`config.mk`:
```
export PLATFORM = sky130hd
export DESIGN_NAME = mvm_fifo
export DESIGN_NICKNAME = d
export VERILOG_FILES = /design/src/hw/rtl/mvm_pkg.sv /design/src/hw/rtl/mvm_fifo.sv
export SDC_FILE = /design/constraint.sdc
export NUM_CORES = 1
export LEC_CHECK = 0
export BUFFER_PORTS_ARGS = -buffer_cell sky130_fd_sc_hd__buf_2
export CAP_MARGIN = 20
export CORE_MARGIN = 3
export CORE_UTILIZATION = 50
export CTS_CLUSTER_SIZE = 30
export DETAILED_ROUTE_END_ITERATION = 6
export GPL_ROUTABILITY_DRIVEN = 0
export PLACE_DENSITY = 0.7
export SKIP_LAST_GASP = 1
export SLEW_MARGIN = 0
export SYNTH_ARGS = -nofsm -noshare
export SYNTH_HDL_FRONTEND = slang
export SYNTH_SLANG_ARGS = --single-unit
```
`constraint.sdc`:
```
create_clock -name clk -period 5.6 [get_ports clk]
set_input_delay 0.56 -clock clk [delete_from_list [all_inputs] [get_ports clk]]
set_output_delay 0.56 -clock clk [all_outputs]
set_load 0.05 [all_outputs]
```
`src/hw/rtl/mvm_pkg.sv`:
```
package mvm_pkg;

	localparam logic MODE_WRITE  = 1'b0;
	localparam logic MODE_VECTOR = 1'b1;

	localparam logic REG_ACTIVE_ROWS = 1'b0;
	localparam logic REG_ACTIVE_COLS = 1'b1;

	localparam int CMD_FIFO_DEPTH = 4;
	localparam int CMD_PTR_W      = 2;

	typedef enum logic [1:0] {
		ST_OK  = 2'd0,
		ST_OOB = 2'd1,
		ST_LEN = 2'd2,
		ST_SAT = 2'd3
	} status_t;

	typedef enum logic [1:0] {
		CMD_MWRITE   = 2'd0,
		CMD_VSTORE   = 2'd1,
		CMD_OOB      = 2'd2,
		CMD_MISMATCH = 2'd3
	} cmd_kind_t;

	typedef struct packed {
		cmd_kind_t          kind;
		logic               run;
		logic [3:0]         row_sel;
		logic [3:0]         col_sel;
		logic signed [31:0] value;
	} cmd_t;

	typedef enum logic [2:0] {
		BK_CLEAR,
		BK_IDLE,
		BK_ISSUE,
		BK_DRAIN,
		BK_EMIT
	} back_state_t;

endpackage

```
`src/hw/rtl/mvm_fifo.sv`:
```
module mvm_fifo (
	input  logic          clk,
	input  logic          arst_n,
	input  logic          push,
	input  mvm_pkg::cmd_t wr_data,
	output logic          full,
	input  logic          pop,
	output logic          rd_valid,
	output mvm_pkg::cmd_t rd_data
);

	localparam int PW = mvm_pkg::CMD_PTR_W;
	localparam int CW = PW + 1;

	mvm_pkg::cmd_t                   entry_q [mvm_pkg::CMD_FIFO_DEPTH];
	logic [mvm_pkg::CMD_PTR_W - 1:0] wr_ptr_q;
	logic [mvm_pkg::CMD_PTR_W - 1:0] rd_ptr_q;
	logic [mvm_pkg::CMD_PTR_W:0]     count_q;

	assign full     = 32'(count_q) == mvm_pkg::CMD_FIFO_DEPTH;
	assign rd_valid = count_q != '0;
	assign rd_data  = entry_q[rd_ptr_q];

	always_ff @(posedge clk) begin
		if (push)
			entry_q[wr_ptr_q] <= wr_data;
	end

	always_ff @(posedge clk or negedge arst_n) begin
		if (!arst_n) begin
			wr_ptr_q <= '0;
			rd_ptr_q <= '0;
			count_q  <= '0;
		end else begin
			if (push)
				wr_ptr_q <= wr_ptr_q + PW'(1);
			if (pop)
				rd_ptr_q <= rd_ptr_q + PW'(1);
			if (push && !pop)
				count_q <= count_q + CW'(1);
			else if (pop && !push)
				count_q <= count_q - CW'(1);
		end
	end

endmodule

```
==> impl_results.md, run 1 <==
* Synth top area share at 77.55%
* Initial antenna violation count at 0
* Post-synthesis sequential area ratio at 80.18%
* Post-synthesis register bit count at 179
* Worst Tran Pin Value at 0.8935 ns
* Peak supply drop at 0.2950 mV
* FFs w/ async S/R, synth at 3.911%
* Post-CTS Setup Bufs at 0
* EDFF count, synth at 172
* Cell taking the most area after synthesis: edfxtp_1
* Initial core utilization at 51.93%
* Root Driver: clkbuf_16
* Synth Flop Type: edfxtp_1
* Detailed-route DRC error count at 0
* Slowest cell delay on critical path at 1.02 ns
* ANT nets after route at 0
* Max frequency at 345.3 MHz
* Vias in the first global route at 3231
* Worst-path maximum fanout at 45
* Clock Skew at 0.008396 ns
* Static leakage at 2.735 nW
* CTS Sinks at 179
* Layout cells sized above 1 at 44.56%
* Dpl ws at 3.076 ns
* Cells after Synth at 259
* Worst min path class: in2reg
* Max Cap Violations at 0
* Synth warn at 0
* Vias per cell at 5.404
* Crit Path Category: reg2out
* Skew-Pair Late Insertion Delay at 0.42 ns
* CP max stage cell: dfrtp_4
* Pwr Total at 4.731 mW
* Syn Area/Cell at 25.71 um^2
* Number of port buffers at 91
* H-tree Lvls at 4
* PD cells at 603.2 mW/mm^2
* TritonCTS Buffers at 17
* Status: finished, final reports clean
* ANT cells at 0
* Clk buf depth at 2
* Core area at 0.01282 mm^2
* Critical path, cell by cell: mux4_1 > buf_2
* Detailed-route wire length at 11100 um
* Slew HR at 40.43%
* Std-Cell Rows at 41
* Synth cell types at 19
* Crit path launch type: flop
* Routed length per instance at 20.22 um
* Largest cells by area after synthesis: edfxtp_1 78%, mux4_2 13%, dfrtp_1 2.6%
* Die X at 121.4 um
* Vias at 2967
* Area grow syn2layout at 17.75%
* Final WS setup at 2.704 ns
* Detailed-router iteration count before antenna repair at 4
* Largest net degree at the start of global routing at 46
* Top Ports at 92
* Die height at 121.4 um
* R2r setup slk at 3.62 ns
* Nets at 418
* CP required at 5.04 ns
* Global-route wire length before repair at 17600 um
* RSZ-0062 raised after global routing: false
* Worst path arrival time at 2.34 ns
* Clock transition at the registers of the reported paths at 0.06 ns
* Syn nets at 312
* Final setup viols at 0
* Synth Cell Area at 0.006660 mm^2
* Period utilization at 51.71%
* Initial DRC count at 193
* Tot GR Track Use at 16.54%
* CTS tree: yes
* Slew Limit Fails at 0
* CP Capture Type: primary output
* Grt ovf at 0
* Fill cells at 921
* Final hold vios at 0
* Post-DP HPWL at 6657 um
* Sum Neg Setup Slack at 0 ns
* Period minus WS final at 2.896 ns
* Die area at 0.01474 mm^2
-- what timing repair did --
item | CTS | global route
gates resized for setup | 0 | 0
setup endpoints to repair | 0 | 0
hold endpoints to repair | 7 | 0
hold buffers | 1 | 0
-- sequential cells by signal (all words and copies together) (netlist names) --
signal and count:
count_q 3, wr_ptr_q 2, entry_q 172, rd_ptr_q 2
-- cells by family (layout without fill, tap and decap cells) --
| family | after synthesis | count (layout) | share of synthesized area (%) |
|---|---|---|---|
| buffers and inverters | 14 | 132 | 1.972 |
| adder cells (fa/ha/maj) | 6 | 6 | 1.240 |
| AO/OA/AOI/OAI | 1 | 1 | 0.07507 |
| AND/OR/NAND/NOR | 9 | 9 | 0.7515 |
| flip-flops | 179 | 179 | 80.18 |
| XOR/XNOR | 6 | 6 | 0.7890 |
| multiplexers | 44 | 44 | 14.99 |
-- final timing paths --
path                                         startpoint                        to  cells after the start
worst min-delay path                        wr_data[18]  entry_q[3][18]$_DFFE_PP_                      1
min in group asynchronous                        arst_n    count_q[2]$_DFFE_PN0P_                      2
worst max register to register  wr_ptr_q[0]$_DFFE_PN0P_  entry_q[0][26]$_DFFE_PP_                      4
worst min register to register   count_q[2]$_DFFE_PN0P_    count_q[2]$_DFFE_PN0P_                      1
max in group asynchronous                        arst_n   rd_ptr_q[0]$_DFFE_PN0P_                      2
worst max-delay path            rd_ptr_q[0]$_DFFE_PN0P_               rd_data[38]                      2
-- routing by layer --
| metal | GRT usage (%) | share of wire [%] |
|---|---|---|
| met3 | 5.082 | 5.8 |
| met5 | 0 | 0 |
| met2 | 25.94 | 50 |
| met1 | 22.25 | 43 |
| met4 | 5.882 | 1.5 |
-- cell usage in the layout, fill, tap and decap left out, types with 2 or more instances in the layout --
| master | n |
|---|---|
| and2_2 | 4 |
| buf_2 | 91 |
| buf_4 | 5 |
| bufinv_16 | 3 |
| clkbuf_16 | 17 |
| clkinv_1 | 4 |
| clkinv_2 | 5 |
| clkinvlp_4 | 2 |
| dfrtp_1 | 5 |
| edfxtp_1 | 172 |
| ha_1 | 5 |
| inv_1 | 4 |
| mux4_1 | 5 |
| mux4_2 | 38 |
| nand2_1 | 2 |
| xnor2_1 | 2 |
| xor2_1 | 4 |
-- critical path: cells and delay by family, from the launching register on --
kind,cells,cell delay (ns)
buffers and inverters,1,0.23
DFF,1,1.02
muxes,1,0.66
-- through the flow --
step	util, %	std cells	hold slack [ns]	instance area (um^2)
final	61.15	549	0.3554	7843
after global routing	61.15	549	0.3332	7843
after CTS	61.15	549	0.3397	7843
after detailed placement	56.62	517	0.4052	7262
after global placement	56.62	517	0.3975	7262
after floorplan	-	259	0.2644	6660
-- Yosys cell counts (2+ instances only) --
cell	n
ha_1	5
mux4_1	5
buf_12	4
mux4_2	38
dfrtp_1	7
xnor2_1	2
buf_2	5
nand2_1	2
edfxtp_1	172
and2_1	4
xor2_1	4
inv_1	4
-- cell type report --
type / count / area [um^2] / area share [%]
well taps: 172 / 215.2 / 2.744
repair buffers: 97 / 503.0 / 6.414
clock inverters: 14 / 145.1 / 1.851
clock buffers: 17 / 425.4 / 5.424
flip-flops and latches: 179 / 5345 / 68.16
inverters: 4 / 15.01 / 0.1914
multi-input cells: 66 / 1194 / 15.22
-- report_power, final --
part | internal (mW) | leakage (nW) | total (mW) | switching (mW)
combinational | 0.517 | 0.797 | 1.64 | 1.13
clock | 0.687 | 0.278 | 1.14 | 0.451
sequential | 1.76 | 1.66 | 1.95 | 0.191
Note: power is estimated with default switching activity, not from simulation.
==> inputs of run 2 (changes only) <==
--- a/config.mk
+++ b/config.mk
@@ -12,7 +12,7 @@
 export CTS_CLUSTER_SIZE = 30
 export DETAILED_ROUTE_END_ITERATION = 6
 export GPL_ROUTABILITY_DRIVEN = 0
-export PLACE_DENSITY = 0.7
+export PLACE_DENSITY = 0.73
 export SKIP_LAST_GASP = 1
 export SLEW_MARGIN = 0
 export SYNTH_ARGS = -nofsm -noshare
==> constraint.sdc (replaced) <==
create_clock -name clk -period 2.3 [get_ports clk]
set_input_delay 0.23 -clock clk [delete_from_list [all_inputs] [get_ports clk]]
set_output_delay 0.23 -clock clk [all_outputs]
set_load 0.05 [all_outputs]
==> impl_results.md, run 2 (synthesized netlist as in run 1, its figures left out) <==
* CTS Sinks at 179
* Top Ports at 92
* Root Driver: clkbuf_16
* Sw power at 4.440 mW
* Largest net degree at the start of global routing at 35
* Routing usage on met2 at 26.91%
* Grt ovf at 0
* Initial antenna violation count at 2
* Worst path arrival time at 1.91 ns
* Busiest grt layer: met2
* Die height at 121.4 um
* Status: finished, final reports clean
* Clock transition at the registers of the reported paths at 0.06 ns
* Die X at 121.4 um
* Final hold vios at 0
* Number of port buffers at 91
* Commonest non-fill, non-tap cell in the layout: edfxtp_1
* CTS tree: yes
* Crit path launch type: flop
* Detailed-route DRC error count at 0
* Routed length per instance at 20.16 um
* CP required at 2.07 ns
* Slew HR at 78.23%
* H-tree Lvls at 4
* Worst reg2reg path depth at 4
* Switching Share at 37.21%
* ANT nets after route at 0
* Vias per cell at 5.415
* Max frequency at 467.6 MHz
* Final setup viols at 0
* Crit Path Category: reg2out
* Worst Tran Pin Value at 0.3266 ns
* Seq pwr share at 37.9%
* Hold Path Depth at 2
* Vias in the first global route at 3328
* Gate power share at 37.8%
* Skew-Pair Late Insertion Delay at 0.42 ns
* Slowest cell delay on critical path at 0.54 ns
* Detailed-route wire length at 11310 um
* Post-DP HPWL at 7089 um
* Pwr Total at 11.93 mW
* Nets at 429
* ANT cells at 0
* Worst min path class: in2reg
* Static leakage at 2.838 nW
* Std-Cell Rows at 41
* Max FFs per register at 172
* Period minus WS final at 2.139 ns
* Layout Utilization at 63.02%
* Met1 Resource Use GR at 22.23%
* Worst-path maximum fanout at 9
* Worst flop-to-flop path endpoint: entry_q[2][24]$_DFFE_PP_
* Clock power share at 24.2%
* Max Cap Violations at 0
* Pint at 7.492 mW
* Die area at 0.01474 mm^2
* Sum Neg Setup Slack at 0 ns
* CP Capture Type: primary output
* R2r setup slk at 0.69 ns
* Met3 usage at 6.853%
* Area grow syn2layout at 21.36%
* Detailed-router iteration count before antenna repair at 4
* Initial DRC count at 240
* Vias at 3038
* Slew Limit Fails at 0
* Global-route wire length before repair at 18310 um
* Critical Path Start: rd_ptr_q[0]$_DFFE_PN0P_
* Clk buf depth at 2
* Worst Hold End: rd_ptr_q[0]$_DFFE_PN0P_
* RSZ-0062 raised after global routing: false
* Biggest register: entry_q
* Regs by FF count: entry_q (172), count_q (3)
* Period utilization at 92.99%
* Tot GR Track Use at 17.15%
* Most frequent cells in the layout: 172 x edfxtp_1, 91 x buf_2, 38 x mux4_2
* Origin of the critical flop-to-flop path: wr_ptr_q[0]$_DFFE_PN0P_
* PD cells at 1476 mW/mm^2
* Peak supply drop at 1.009 mV
* Hold Crit Start: pop
* Layout cells sized above 1 at 45.76%
* Core area at 0.01282 mm^2
* Initial core utilization at 51.93%
* CP max stage cell: dfrtp_4
* TritonCTS Buffers at 17
* Clock Skew at 0.006376 ns
* Critical path, cell by cell: buf_12 > mux4_2 > buf_2
## run 2: changes by cell type in the layout (fill, tap and decap cells not counted), sizes merged
cell         previous run  this run
buf                    96       102
dlygate4sd3             1         6
inv                     4         9
clkinv                  9         6
clkinvlp                2         1
## run 2: timing repair
| action | 4_1_cts | 5_1_grt |
|---|---|---|
| endpoints found under the hold margin | 25 | 0 |
| hold buffers | 6 | 0 |
| setup buffers | 3 | 0 |
| resized for setup | 0 | 0 |
| endpoints found under the setup margin | 29 | 0 |
## run 2: metal layers
metal,wire [um],up-vias,part of all wire (%)
met5,21,-,0.19
met4,106,4,0.94
met3,765,15,6.8
met2,5606,92,50
met1,4808,1587,43
li1,-,1340,-
## run 2: final cells by class
class	count	area [um^2]
sequential	179	5345
fill	901	4742
multi-input combinational	66	1194
timing repair buffer	108	710.7
clock buffer	17	425.4
tap	172	215.2
clock inverter	15	177.7
inverter	4	15.01
## run 2: metrics by stage
| stage | area (um^2) | hold WS [ns] | cells | setup slack, ns |
|---|---|---|---|---|
| after global placement | 7385 | 0.07169 | 520 | 0.4304 |
| after CTS | 8083 | 0.001081 | 561 | 0.1194 |
| after detailed placement | 7385 | 0.07382 | 520 | 0.4121 |
| after global routing | 8083 | 0.006725 | 561 | 0.1020 |
| final | 8083 | 0.02290 | 561 | 0.1612 |
| after floorplan | 6660 | -0.06559 | 259 | 0.2446 |
## run 2: critical path: cells and delay by family, from the launching register on
kind     cells  cell delay, ns
flops        1            0.54
mux          1            0.53
buf+inv      2            0.42
## run 2: worst max-delay path by stage
| stage | cells after the start | endpoint |
|---|---|---|
| after floorplan | 3 | entry_q[2][0]$_DFFE_PP_ |
| after global placement | 3 | rd_data[34] |
| after detailed placement | 3 | rd_data[34] |
| after CTS | 3 | rd_data[9] |
| after global routing | 3 | rd_data[9] |
| final | 3 | rd_data[9] |
## run 2: power groups by stage
stage	clock [mW]	sequential (mW)	combinational [mW]
after global placement	0	4.62	4.42
after CTS	2.97	4.54	4.59
final	2.89	4.53	4.52
after floorplan	0	4.46	3.63
after global routing	3.08	4.60	4.77
after detailed placement	0	4.66	4.45
==> inputs of run 3 (changes only) <==
--- a/config.mk
+++ b/config.mk
@@ -12,7 +12,7 @@
 export CTS_CLUSTER_SIZE = 30
 export DETAILED_ROUTE_END_ITERATION = 6
 export GPL_ROUTABILITY_DRIVEN = 0
-export PLACE_DENSITY = 0.73
+export PLACE_DENSITY = 0.7
 export SKIP_LAST_GASP = 1
 export SLEW_MARGIN = 0
 export SYNTH_ARGS = -nofsm -noshare
==> constraint.sdc (replaced) <==
create_clock -name clk -period 2.4 [get_ports clk]
set_input_delay 0.24 -clock clk [delete_from_list [all_inputs] [get_ports clk]]
set_output_delay 0.24 -clock clk [all_outputs]
set_load 0.05 [all_outputs]
==> impl_results.md, run 3 (synthesized netlist as in run 1, its figures left out) <==
* Routed length per instance at 20.32 um
* Origin of the critical flop-to-flop path: wr_ptr_q[0]$_DFFE_PN0P_
* Grt ovf at 0
* Pint at 7.219 mW
* Vias per cell at 5.333
* Max frequency at 442.9 MHz
* ANT cells at 0
* Switching Share at 36.86%
* Detailed-route DRC error count at 0
* Static leakage at 2.813 nW
* Critical Path Start: rd_ptr_q[0]$_DFFE_PN0P_
* ANT nets after route at 0
* R2r setup slk at 0.64 ns
* Final WS setup at 0.1422 ns
* Max Cap Violations at 0
* Met3 usage at 5.408%
* Initial core utilization at 51.93%
* Worst flop-to-flop path endpoint: entry_q[2][2]$_DFFE_PP_
* Critical path, cell by cell: buf_16 > mux4_2 > buf_2
* Period utilization at 94.07%
* Largest net degree at the start of global routing at 25
* Busiest grt layer: met2
* Slew HR at 64.94%
* Hold Path Depth at 1
* Final hold vios at 0
* Detailed-router iteration count before antenna repair at 4
* Period minus WS final at 2.258 ns
* Initial antenna violation count at 0
* Nets at 426
* Routing usage on met2 at 25.66%
* CTS tree: yes
* Biggest register: entry_q
* CP Capture Type: primary output
* Sw power at 4.215 mW
* Global-route wire length before repair at 17710 um
* CP bufs+invs at 2
* Initial DRC count at 237
* Gate power share at 36.9%
* Worst path arrival time at 2.02 ns
* Detailed-route wire length at 11340 um
* PD cells at 1426 mW/mm^2
* TritonCTS Buffers at 17
* Worst-path maximum fanout at 13
* Crit Path Category: reg2out
* Seq pwr share at 38.4%
* Most frequent cells in the layout: 172 x edfxtp_1, 91 x buf_2, 38 x mux4_2
* Slew Limit Fails at 0
* Hold Crit Start: wr_data[9]
* Worst min path class: in2reg
* Clock transition at the registers of the reported paths at 0.06 ns
* H-tree Lvls at 4
* RSZ-0062 raised after global routing: false
* Regs by FF count: entry_q (172), count_q (3)
* Final setup viols at 0
* Crit path launch type: flop
* Layout Utilization at 62.52%
* CP max stage cell: dfrtp_4
* Skew-Pair Late Insertion Delay at 0.42 ns
* CTS Sinks at 179
* Vias at 2976
* Layout cells sized above 1 at 46.11%
* Worst reg2reg path depth at 4
* Area grow syn2layout at 20.38%
* Tot GR Track Use at 16.77%
* Vias in the first global route at 3153
* Sum Neg Setup Slack at 0 ns
* Clock Skew at 0.004058 ns
* Post-DP HPWL at 7160 um
* Die height at 121.4 um
* Clk buf depth at 2
* Top Ports at 92
* Die area at 0.01474 mm^2
* Peak supply drop at 0.7747 mV
* Clock power share at 24.7%
* Root Driver: clkbuf_16
* Max FFs per register at 172
* Met1 Resource Use GR at 22.63%
* Status: finished, final reports clean
* Slowest cell delay on critical path at 0.63 ns
* Dpl ws at 0.3926 ns
* Core area at 0.01282 mm^2
* Worst Tran Pin Value at 0.5259 ns
* Die X at 121.4 um
* CP required at 2.16 ns
* Number of port buffers at 91
* CP top delay family: flip-flops
* Commonest non-fill, non-tap cell in the layout: edfxtp_1
* Std-Cell Rows at 41
* Worst Hold End: entry_q[2][9]$_DFFE_PP_
[run 3: cell types whose count changed in the layout (fill, tap and decap cells not counted)]
cell / before / now
buf_4: 2 / 8
clkinv_1: 1 / 2
inv_6: 5 / 1
clkinvlp_4: 1 / 3
bufinv_16: 3 / 4
dlygate4sd3_1: 6 / 1
clkbuf_1: 0 / 1
buf_12: 9 / 4
clkinv_2: 3 / 2
buf_16: 0 / 1
[run 3: area by class of cell]
class / instances / area, um^2
fillers: 913 / 4807
clock buffers: 18 / 429.2
well taps: 172 / 215.2
repair buffers: 105 / 633.1
multi-input cells: 66 / 1194
clock inverters: 14 / 186.4
flip-flops and latches: 179 / 5345
inverters: 4 / 15.01
[run 3: metal layers]
layer / up-vias / part of all wire, %
met2: 107 / 50
met4: 0 / 2.2
met5: - / 0
li1: 1325 / -
met3: 21 / 6.6
met1: 1523 / 42
[run 3: power by group through the flow]
stage	combinational (mW)	clock, mW	sequential, mW
after global placement	4.12	0	4.48
after detailed placement	4.16	0	4.51
after CTS	4.30	2.89	4.40
after global routing	4.45	3.02	4.45
final	4.22	2.83	4.39
after floorplan	3.48	0	4.28
[run 3: worst reg2reg max path, stage by stage, from the launching register on]
cell and delay, ns:
dfrtp_1 0.43, inv_1 0.11, ha_1 0.15, and2_2 0.48, buf_4 0.29
[run 3: through the flow]
step	hold WS (ns)	cells	total power, mW	area [um^2]
detailed placement	0.08726	524	8.673	7365
global route	0.01227	558	11.92	8018
floorplan	-0.05559	259	7.755	6660
finish	0.03023	558	11.43	8018
CTS	0.008861	558	11.58	8018
global placement	0.07899	524	8.604	7365
[run 3: repair_timing]
action | CTS | global route
buffers inserted | 1 | 0
gates resized for setup | 0 | 0
hold buffers | 1 | 0
setup endpoints to repair | 21 | 0
endpoints found under the hold margin | 7 | 0
[run 3: worst max-delay path by stage]
stage / end / slack, ns / depth (start not counted)
finish: rd_data[31] / 0.14 / 3
global route: rd_data[31] / 0.05 / 3
floorplan: entry_q[2][0]$_DFFE_PP_ / 0.34 / 3
global placement: rd_data[21] / 0.39 / 3
CTS: rd_data[31] / 0.09 / 3
detailed placement: rd_data[23] / 0.39 / 3
