**config.mk**
```make
export PLATFORM = sky130hd
export DESIGN_NAME = mvm_front
export DESIGN_NICKNAME = d
export VERILOG_FILES = /design/src/hw/rtl/mvm_pkg.sv /design/src/hw/rtl/mvm_front.sv
export SDC_FILE = /design/constraint.sdc
export NUM_CORES = 1
export LEC_CHECK = 0
export BUFFER_PORTS_ARGS = -buffer_cell sky130_fd_sc_hd__buf_4
export CAP_MARGIN = 30
export CELL_PAD_IN_SITES_DETAIL_PLACEMENT = 0
export CELL_PAD_IN_SITES_GLOBAL_PLACEMENT = 1
export CORE_UTILIZATION = 24
export DETAILED_ROUTE_END_ITERATION = 10
export PLACE_DENSITY_LB_ADDON = 0.1
export SYNTH_ARGS = -nofsm -noshare
export SYNTH_HDL_FRONTEND = slang
export SYNTH_SLANG_ARGS = --single-unit
```
**constraint.sdc**
```tcl
create_clock -name clk -period 5.5 [get_ports clk]
set_clock_uncertainty 0.15 [all_clocks]
set_input_delay 0.825 -clock clk [delete_from_list [all_inputs] [get_ports clk]]
set_output_delay 0.825 -clock clk [all_outputs]
set_load 0.01 [all_outputs]
```
**src/hw/rtl/mvm_pkg.sv**
```systemverilog
package mvm_pkg;

	localparam logic MODE_WRITE  = 1'b0;
	localparam logic MODE_VECTOR = 1'b1;

	localparam logic REG_ACTIVE_ROWS = 1'b0;
	localparam logic REG_ACTIVE_COLS = 1'b1;

	localparam int CMD_FIFO_DEPTH = 4;
	localparam int CMD_PTR_W      = 2;

	typedef enum logic [1:0] {
		ST_OK  = 2'd0,
		ST_OOB = 2'd1,
		ST_LEN = 2'd2,
		ST_SAT = 2'd3
	} status_t;

	typedef enum logic [1:0] {
		CMD_MWRITE   = 2'd0,
		CMD_VSTORE   = 2'd1,
		CMD_OOB      = 2'd2,
		CMD_MISMATCH = 2'd3
	} cmd_kind_t;

	typedef struct packed {
		cmd_kind_t          kind;
		logic               run;
		logic [3:0]         row_sel;
		logic [3:0]         col_sel;
		logic signed [31:0] value;
	} cmd_t;

	typedef enum logic [2:0] {
		BK_CLEAR,
		BK_IDLE,
		BK_ISSUE,
		BK_DRAIN,
		BK_EMIT
	} back_state_t;

endpackage

```
**src/hw/rtl/mvm_front.sv**
```systemverilog
module mvm_front #(
	parameter int MAX_ROWS = 16,
	parameter int MAX_COLS = 16
) (
	input  logic                               clk,
	input  logic                               arst_n,
	input  logic                               in_valid,
	output logic                               in_ready,
	input  logic                               mode,
	input  logic [3:0]                         row_sel,
	input  logic [3:0]                         col_sel,
	input  logic signed [31:0]                 operand_value,
	input  logic                               vector_end,
	input  logic [$clog2(MAX_ROWS + 1) - 1:0]  rows,
	input  logic [$clog2(MAX_COLS + 1) - 1:0]  cols,
	input  logic                               clearing,
	input  logic                               cmd_full,
	output logic                               cmd_push,
	output mvm_pkg::cmd_t                      cmd
);

	localparam int VCW = $clog2(MAX_COLS + 2);

	logic [VCW - 1:0] cnt_q;
	logic [VCW - 1:0] cnt_inc;
	logic [VCW - 1:0] cnt_d;
	logic             accept;
	logic             do_push;

	assign in_ready = !cmd_full && !clearing;
	assign accept   = in_valid && in_ready;
	assign cnt_inc  = (32'(cnt_q) <= MAX_COLS) ? cnt_q + VCW'(1) : cnt_q;

	always_comb begin
		cmd.kind    = mvm_pkg::CMD_MWRITE;
		cmd.run     = 1'b0;
		cmd.row_sel = row_sel;
		cmd.col_sel = col_sel;
		cmd.value   = operand_value;
		do_push     = 1'b0;
		cnt_d       = cnt_q;
		if (mode == mvm_pkg::MODE_WRITE) begin
			do_push = 1'b1;
			if (32'(row_sel) >= 32'(rows) || 32'(col_sel) >= 32'(cols))
				cmd.kind = mvm_pkg::CMD_OOB;
		end else if (vector_end) begin
			do_push = 1'b1;
			cnt_d   = '0;
			if (32'(cnt_inc) != 32'(cols)) begin
				cmd.kind = mvm_pkg::CMD_MISMATCH;
			end else begin
				cmd.kind = mvm_pkg::CMD_VSTORE;
				cmd.run  = 1'b1;
			end
		end else begin
			cmd.kind = mvm_pkg::CMD_VSTORE;
			do_push  = 32'(cnt_q) < MAX_COLS;
			cnt_d    = cnt_inc;
		end
	end

	assign cmd_push = accept && do_push;

	always_ff @(posedge clk or negedge arst_n) begin
		if (!arst_n)
			cnt_q <= '0;
		else if (accept)
			cnt_q <= cnt_d;
	end

endmodule

```
==> results by group, run 1 <==
Outcome
  – Outcome: completed

Clock network
  – Num CTS Buffers: 3
  – Postcts setup bufs: 0
  – Cts hold-fix bufs: 0
  – Post_cts resized: 0
  – Clock transition at path regs: 30 ps
  – CTS tree: built
  – Max clock buf depth: 2
  – CTS root buf: clkbuf_8
  – Total clock sinks: 5
  – H-tree depth: 1
  – Insertion delay of the later-clocked pin in the worst-skew pair: 220 ps

STA
  – RSZ-0062 raised after global routing: false
  – Max-slew headroom: 80.5%
  – Fin crit period: 3240 ps
  – Final hold slack: 254 ps
  – Final hold vios: 0
  – Slew Limit Fails: 0
  – Fin Setup TNS: 0 ps
  – Highest clock rate: 309 MHz
  – Final setup vio count: 0
  – Tcrit/Tclk final: 58.9%
  – Worst Tran Pin Value: 292 ps

Synthesis
  – Mapped Area: 968 µm²
  – Ys Warns: 0
  – Mapped Cells: 125
  – Post-Syn Nets: 192
  – Syn Area/Cell: 7.75 µm²
  – Post-synth ARST share: 100%
  – Seq cells post-synth: 5
  – Top-count cell post-synth: buf_4
  – Synth top cells by count: 41 x buf_4, 12 x inv_1, 11 x nor2_1
  – Post-synth EDFFs: 0
  – Synth Flop Type: dfrtp_1
  – Sequential cell area fraction in the yosys report: 12.9%
  – Leading area contributor after synthesis: buf_4
  – Synth cell types: 28
  – Top-area cell type share of the netlist area: 31.8%
  – Synth top area cells: buf_4 32%, dfrtp_1 13%, ha_1 13%

Critical path
  – Critical path's largest stage delay: 320 ps
  – WP data arrival: 2260 ps
  – Crit-path max FO: 4
  – CP most frequent cell: buf_4
  – Worst r2r path cells: 6
  – Required time of the critical path: 4530 ps
  – Worst r2r src: cnt_q[1]
  – Crit path cell chain: buf_4, inv_1, ha_1, o21ai_0, a21oi_1, or3_1, a221oi_1, a211oi_2, buf_4
  – Critical Path Source Type: primary input
  – Crit path max-delay cell type: or3_1
  – Crit path max-delay family: compound AO/OA/AOI/OAI gates
  – Worst setup EP type: output port
  – Reg2Reg Setup Slack: 3770 ps
  – R2r endpoint: cnt_q[2]
  – Crit Path Category: in2out
  – CP Buf/Inv Count: 3

Layout
  – Most flop-heavy register: cnt_q
  – ANT cells: 0
  – Final nets: 192
  – Share of layout cells above drive strength 1: 36.3%
  – Biggest regs: cnt_q x5
  – Max FFs per register: 5
  – Synth-to-Final Area Change: 6.59%
  – Fillers: 425

Global route
  – First-pass GRT wire length: 3200 µm
  – Number of global-route vias before repair: 781
  – Antenna violations before repair: 0
  – Grt ovf: 0
  – Largest net degree at the start of global routing: 9
  – All-layer global routing usage: 9.48%

Die
  – I/O pin cnt: 102
  – Die height: 65.5 µm
  – Die Footprint: 0.00429 mm²
  – Initial Util: 25.7%
  – Core ar.: 0.00377 mm²
  – Row cnt: 22
  – Die width: 65.5 µm

Power
  – Comb power frac: 39.0%
  – Sequential power share: 26.3%
  – Net Sw Frac: 32.0%
  – Clock power frac: 34.7%
  – Net Switching: 0.0000604 W
  – Worst VDD drop: 63.4 µV
  – Pwr per Cell Area: 183 mW/mm²
  – Internal: 0.000128 W
  – Total power draw: 0.000189 W
  – Leakage power: 0.554 nW

Job
  – Max-cap violations: 0

Routing
  – Antenna viol nets, final: 0
  – Drt pass-1 iters: 4
  – Via count: 760
  – Vias per cell: 4.42
  – Initial DRC count: 19
  – Residual DRC: 0
  – Wire per inst: 11.1 µm
  – Drt total wl: 1920 µm

Worst hold path
  – Hold WC Path Type: in2async

Placed design
  – Hpwl dp: 1630 µm
  – Port Buffers: 37
  – Gpl congestion: 0.736
## worst reg2reg max path, stage by stage, from the launching register on
cell and delay [ps]:
dfrtp_1 430, inv_1 110, ha_1 200, nand2b_4 60, a21boi_0 230, nor2_1 110
o41ai_1 330
## logic make-up (layout without fill, tap and decap cells)
kind of cell / count (synthesis) / after routing / share of synthesized area [%]
multiplexers: 2 / 2 / 2.07
XOR/XNOR: 4 / 4 / 3.62
AO/OA/AOI/OAI: 23 / 23 / 16.4
flip-flops: 5 / 5 / 12.9
adder cells (fa/ha/maj): 10 / 10 / 12.9
AND/OR/NAND/NOR: 27 / 27 / 14.5
buffers and inverters: 54 / 53 / 37.6
## power by group through the flow
stage                     combinational (W)  sequential, W  clock [W]
after global placement            0.0000743      0.0000503          0
final                             0.0000736      0.0000496  0.0000654
after floorplan                   0.0000709      0.0000474          0
after global routing              0.0000838      0.0000507  0.0000699
after detailed placement          0.0000748      0.0000500          0
after CTS                         0.0000755      0.0000496  0.0000672
## stage by stage
step / util [%] / setup WS, ps / instances / cell area [µm²]
floorplan: - / 2560 / 125 / 968
global route: 27.4 / 2120 / 172 / 1030
global placement: 26.2 / 2230 / 168 / 987
detailed placement: 26.2 / 2240 / 168 / 987
finish: 27.4 / 2260 / 172 / 1030
CTS: 27.4 / 2230 / 172 / 1030
## worst max-delay path by stage
| stage | end | start | cells after the start | slack, ps |
|---|---|---|---|---|
| final | cmd[42] | cols[1] | 9 | 2260 |
| after global routing | cmd[42] | row_sel[1] | 8 | 2120 |
| after CTS | cmd[42] | cols[1] | 9 | 2230 |
| after detailed placement | cmd[42] | cols[1] | 9 | 2240 |
| after global placement | cmd[42] | cols[1] | 9 | 2230 |
| after floorplan | cmd[42] | rows[1] | 7 | 2560 |
## cell type report
type | instances | area [µm²] | share of cell area [%]
Timing Repair Buffer | 37 | 278 | 26.9
Inverter | 12 | 45.0 | 4.36
Clock buffer | 4 | 45.0 | 4.36
Multi-Input combinational cell | 66 | 479 | 46.4
Sequential cell | 5 | 125 | 12.1
Tap cell | 48 | 60.1 | 5.82
## per-layer routing
layer,up-vias,wire (µm),track usage [%]
li1,378,-,-
met1,327,828,10.8
met2,37,810,15.3
met3,18,227,4.34
met4,0,50,3.53
met5,-,0,0
## layout by cell type, fill, tap and decap left out, drive strengths merged, types with 4 or more instances in the layout
cell type,count
clkbuf,4
nand2,7
ha,10
nor2,11
dfrtp,5
inv,12
buf,37
a21oi,6
o21ai,8
Note: power is estimated with default switching activity, not from simulation.
==> inputs of run 2 (changes only) <==
CORE_UTILIZATION = 20   (was 24)
clock period = 2.9 ns   (was 5.5 ns; I/O delays follow)
==> results by group, run 2 (synthesized netlist as in run 1, its figures left out) <==
Die
  – Die height: 71.6 µm
  – Die Footprint: 0.00512 mm²
  – Row cnt: 24
  – Core ar.: 0.00450 mm²
  – I/O pin cnt: 102
  – Initial Util: 21.5%
  – Die width: 71.6 µm

Power
  – Comb power frac: 39.1%
  – Internal: 0.000244 W
  – Sequential power share: 26.3%
  – Net Sw Frac: 32.3%
  – Clock power frac: 34.6%
  – Net Switching: 0.000116 W
  – Leakage power: 0.558 nW
  – Worst VDD drop: 90.8 µV
  – Pwr per Cell Area: 344 mW/mm²

Global route
  – First-pass GRT wire length: 3480 µm
  – Antenna violations before repair: 0
  – Grt ovf: 0
  – Number of global-route vias before repair: 764
  – All-layer global routing usage: 8.64%
  – Largest net degree at the start of global routing: 9

Routing
  – Vias per cell: 4.31
  – Drt total wl: 2100 µm
  – Wire per inst: 11.9 µm
  – Drt pass-1 iters: 4
  – Residual DRC: 0
  – Initial DRC count: 6
  – Antenna viol nets, final: 0
  – Via count: 762

Layout
  – Biggest regs: cnt_q x5
  – Most flop-heavy register: cnt_q
  – Final nets: 193
  – Fillers: 513
  – Max FFs per register: 5
  – Most common cell after layout, fill and taps aside: buf_4
  – Most frequent cells in the layout: 37 x buf_4, 12 x inv_1, 11 x nor2_1, 10 x ha_1
  – Synth-to-Final Area Change: 8.14%
  – Share of layout cells above drive strength 1: 36.0%
  – ANT cells: 0
  – Finished Cell Area: 0.00105 mm²

Placed design
  – Hpwl dp: 1820 µm
  – Port Buffers: 37
  – Placed Instance Area: 992 µm²
  – Gpl congestion: 0.675

STA
  – Highest clock rate: 382 MHz
  – Fin crit period: 2620 ps
  – Slew Limit Fails: 0
  – Final hold vios: 0
  – Final setup vio count: 0
  – RSZ-0062 raised after global routing: false
  – Max-slew headroom: 80.7%
  – Worst Tran Pin Value: 289 ps
  – Fin Setup TNS: 0 ps
  – Tcrit/Tclk final: 90.3%

Clock network
  – Clock transition at path regs: 30 ps
  – Total clock sinks: 5
  – Insertion delay of the later-clocked pin in the worst-skew pair: 220 ps
  – H-tree depth: 1
  – Max clock buf depth: 2
  – CTS tree: built
  – Num CTS Buffers: 3
  – CTS root buf: clkbuf_8

Job
  – Max-cap violations: 0

Critical path
  – Critical Path Source Type: flop
  – Required time of the critical path: 2320 ps
  – Crit path max-delay family: compound AO/OA/AOI/OAI gates
  – Worst setup EP type: output port
  – Crit path cell chain: inv_1, ha_1, nand2b_4, o21ai_2, a311oi_1, o2111a_1, and3_1, buf_4
  – Crit Path Category: reg2out
  – CP Buf/Inv Count: 2
  – WP data arrival: 2030 ps
  – Reg2Reg Setup Slack: 1200 ps
  – Crit-path max FO: 6
  – Critical path's largest stage delay: 470 ps
  – Crit path max-delay cell type: dfrtp_1

Outcome
  – Outcome: completed

Worst hold path
  – Hold WC Path Type: in2reg
-- run 2: changes by cell type in the layout (fill, tap and decap cells not counted), sizes merged --
cell         delta
dlygate4sd3     +1
-- run 2: repair_timing --
item / 4_1_cts / 5_1_grt
hold endpoints to repair: 5 / 0
buffers inserted: 0 / 0
hold buffers: 1 / 0
gates resized for setup: 0 / 0
-- run 2: cell type report --
type,count,area (µm²),share of cell area (%)
multi-input combinational,66,479,45.8
timing repair buffer,38,288,27.5
sequential,5,125,11.9
tap,52,65.1,6.21
clock buffer,4,45.0,4.30
inverter,12,45.0,4.30
-- run 2: through the flow --
step	total power, W	util (%)	worst slack, ps	std cells	hold WS, ps
detailed placement	0.000238	22.0	423	172	91.1
global route	0.000395	23.3	142	177	315
global placement	0.000238	22.0	440	172	91.0
finish	0.000360	23.3	281	177	307
CTS	0.000367	23.3	268	177	305
floorplan	0.000224	-	738	125	-10.6
-- run 2: power by group through the flow --
stage	sequential [W]	clock (W)	combinational, W
2_1_floorplan	0.0000899	0	0.000135
3_3_place_gp	0.0000955	0	0.000143
3_5_place_dp	0.0000959	0	0.000142
4_1_cts	0.0000950	0.000129	0.000144
5_1_grt	0.0000968	0.000136	0.000162
6_report	0.0000948	0.000125	0.000141
-- run 2: routing by layer --
| layer | global-route usage [%] | wire (µm) |
|---|---|---|
| met1 | 11.1 | 925 |
| met4 | 3.27 | 42 |
| met5 | 0 | 0 |
| met3 | 3.52 | 218 |
| met2 | 12.9 | 913 |
-- run 2: worst paths after layout --
check	depth (start not counted)	end	from
hold / removal	2	cnt_q[4]	vector_end
hold reg to reg	2	cnt_q[1]	cnt_q[1]
max in group asynchronous	2	cnt_q[3]	arst_n
setup reg to reg	6	cnt_q[2]	cnt_q[0]
min in group asynchronous	2	cnt_q[1]	arst_n
setup / recovery	8	cmd[40]	cnt_q[0]
==> inputs of run 3 (changes only) <==
ABC_AREA = 1   (was unset)
==> results by group, run 3 <==
Outcome
  – Outcome: completed

Layout
  – Synth-to-Final Area Change: 9.59%
  – ANT cells: 0
  – Most common cell after layout, fill and taps aside: buf_4
  – Utilization after layout: 22.7%
  – Most frequent cells in the layout: 37 x buf_4, 22 x inv_1, 21 x nand2_1, 16 x nand3_1
  – Final nets: 227
  – Biggest regs: cnt_q x5
  – Finished Cell Area: 0.00116 mm²
  – Most flop-heavy register: cnt_q
  – Max FFs per register: 5
  – Share of layout cells above drive strength 1: 34.0%

STA
  – Final hold vios: 0
  – Final hold slack: 389 ps
  – Fin Setup TNS: 0 ps
  – Slew Limit Fails: 0
  – Max-slew headroom: 73.7%
  – Final setup vio count: 0
  – Fin crit period: 2470 ps
  – RSZ-0062 raised after global routing: false
  – Worst Tran Pin Value: 394 ps
  – Tcrit/Tclk final: 85.2%
  – Highest clock rate: 405 MHz

Routing
  – Residual DRC: 0
  – Drt total wl: 2530 µm
  – Via count: 923
  – Drt pass-1 iters: 3
  – Vias per cell: 4.03
  – Initial DRC count: 14
  – Wire per inst: 11.1 µm
  – Antenna viol nets, final: 0

Synthesis
  – Mapped Cells: 159
  – Post-synth ARST share: 100%
  – Synth top area cells: buf_4 29%, dfrtp_1 12%, ha_1 12%
  – Post-Syn Nets: 226
  – Synth cell types: 23
  – Seq cells post-synth: 5
  – Top-count cell post-synth: buf_4
  – Syn Area/Cell: 6.65 µm²
  – Leading area contributor after synthesis: buf_4
  – Ys Warns: 0
  – Synth top cells by count: 41 x buf_4, 22 x inv_1, 21 x nand2_1
  – Top-area cell type share of the netlist area: 29.1%
  – Synth Flop Type: dfrtp_1
  – Post-synth EDFFs: 0
  – Sequential cell area fraction in the yosys report: 11.8%
  – Mapped Area: 0.00106 mm²

Global route
  – Largest net degree at the start of global routing: 9
  – First-pass GRT wire length: 4310 µm
  – Grt ovf: 0
  – All-layer global routing usage: 9.97%
  – Antenna violations before repair: 0
  – Number of global-route vias before repair: 1000

Critical path
  – Crit-path max FO: 6
  – Crit path cell chain: inv_1, ha_1, nand2_4, nand2_4, nand2_2, nand3_1, nand2_1, nand2_1, nor2_1, nand2_1, nand2_1, nand2_1, buf_4
  – Critical Path Source Type: flop
  – Worst r2r path cells: 7
  – Crit path max-delay cell type: dfrtp_1
  – Worst r2r src: cnt_q[0]
  – Reg2Reg Setup Slack: 1360 ps
  – CP most frequent cell: nand2_1
  – CP Buf/Inv Count: 2
  – Crit path max-delay family: simple AND/OR/NAND/NOR gates
  – Critical path's largest stage delay: 450 ps
  – Worst setup EP type: output port
  – Crit Path Category: reg2out
  – R2r endpoint: cnt_q[3]
  – WP data arrival: 1890 ps
  – Required time of the critical path: 2320 ps

Die
  – Row cnt: 26
  – Core ar.: 0.00511 mm²
  – Die Footprint: 0.00558 mm²
  – I/O pin cnt: 102
  – Die width: 74.7 µm
  – Die height: 74.7 µm
  – Initial Util: 20.7%

Power
  – Pwr per Cell Area: 494 mW/mm²
  – Worst VDD drop: 97.1 µV
  – Leakage power: 0.643 nW
  – Total power draw: 0.000572 W

Placed design
  – Placed Instance Area: 0.00110 mm²
  – Gpl congestion: 0.872
  – Hpwl dp: 2220 µm
  – Port Buffers: 37

Clock network
  – CTS tree: built
  – Num CTS Buffers: 3
  – Clock transition at path regs: 30 ps
  – Postcts setup bufs: 0
  – Max clock buf depth: 2
  – CTS root buf: clkbuf_8
  – Total clock sinks: 5
  – H-tree depth: 1
  – Insertion delay of the later-clocked pin in the worst-skew pair: 220 ps

Worst hold path
  – Hold WC Path Type: in2reg
  – Worst hold path endpoint: cnt_q[4]
  – Worst hold stages: 4
  – HP Start: vector_end

Job
  – Max-cap violations: 0
## run 3: cell count changes after synthesis, moves of 4 or more
cell     before  now
nand4_1       0    4
nand2_2       0    8
a21oi_1       6    1
inv_1        12   22
o22ai_1       0    4
nand3_1       1   16
nand2_1       7   21
o21ai_0       7    2
## run 3: per-stage QoR
| step | instances | setup slack [ps] |
|---|---|---|
| 2_1_floorplan | 159 | 898 |
| 3_3_place_gp | 224 | 591 |
| 3_5_place_dp | 224 | 603 |
| 4_1_cts | 229 | 403 |
| 5_1_grt | 229 | 177 |
| 6_report | 229 | 430 |
## run 3: final cells by class
cell class / instances / area, µm²
Timing Repair Buffer: 38 / 288
Tap cell: 70 / 87.6
Multi-Input combinational cell: 87 / 519
Sequential cell: 5 / 125
Inverter: 25 / 93.8
Clock buffer: 4 / 45.0
Fill cell: 621 / 3950
## run 3: worst max-delay path by stage
stage,from,end,slack [ps],cells past startpoint
6_report,cnt_q[0],cmd[42],430,13
5_1_grt,cnt_q[0],cmd[40],180,12
4_1_cts,cnt_q[0],cmd[42],400,13
3_5_place_dp,cols[2],cmd[42],600,12
3_3_place_gp,cols[2],cmd[42],590,12
2_1_floorplan,cnt_q[0],cmd[40],900,11
## run 3: cells by family after synthesis
family | count (synthesis) | share of synthesized area [%]
adder cells (fa/ha/maj) | 10 | 11.8
flip-flops | 5 | 11.8
AO/OA/AOI/OAI | 11 | 6.04
buffers and inverters | 67 | 39.1
XOR/XNOR | 1 | 0.829
AND/OR/NAND/NOR | 65 | 30.4
## run 3: metal layers
layer | vias to the layer above | track usage (%) | wire length, µm
met2 | 39 | 16.6 | 1200
met3 | 29 | 1.87 | 158
met5 | - | 0 | 0
met4 | 0 | 6.71 | 138
met1 | 387 | 11.6 | 1040
li1 | 468 | - | -
## run 3: worst min-delay path, cell delays in order
cell     delay, ps
buf_4           80
inv_1           50
nand3_1         70
o21ai_0         70
## run 3: power by group
group / switching (W) / total [W] / internal [W]
Combinational: 0.000183 / 0.000319 / 0.000136
Clock: 0.0000348 / 0.000129 / 0.0000944
Sequential: 0.0000347 / 0.000124 / 0.0000897
## run 3: what timing repair did
| item | in CTS | in global routing |
|---|---|---|
| hold buffers | 1 | 0 |
| gates resized for setup | 0 | 0 |
| endpoints found under the hold margin | 5 | 0 |
| endpoints found under the setup margin | 0 | 0 |
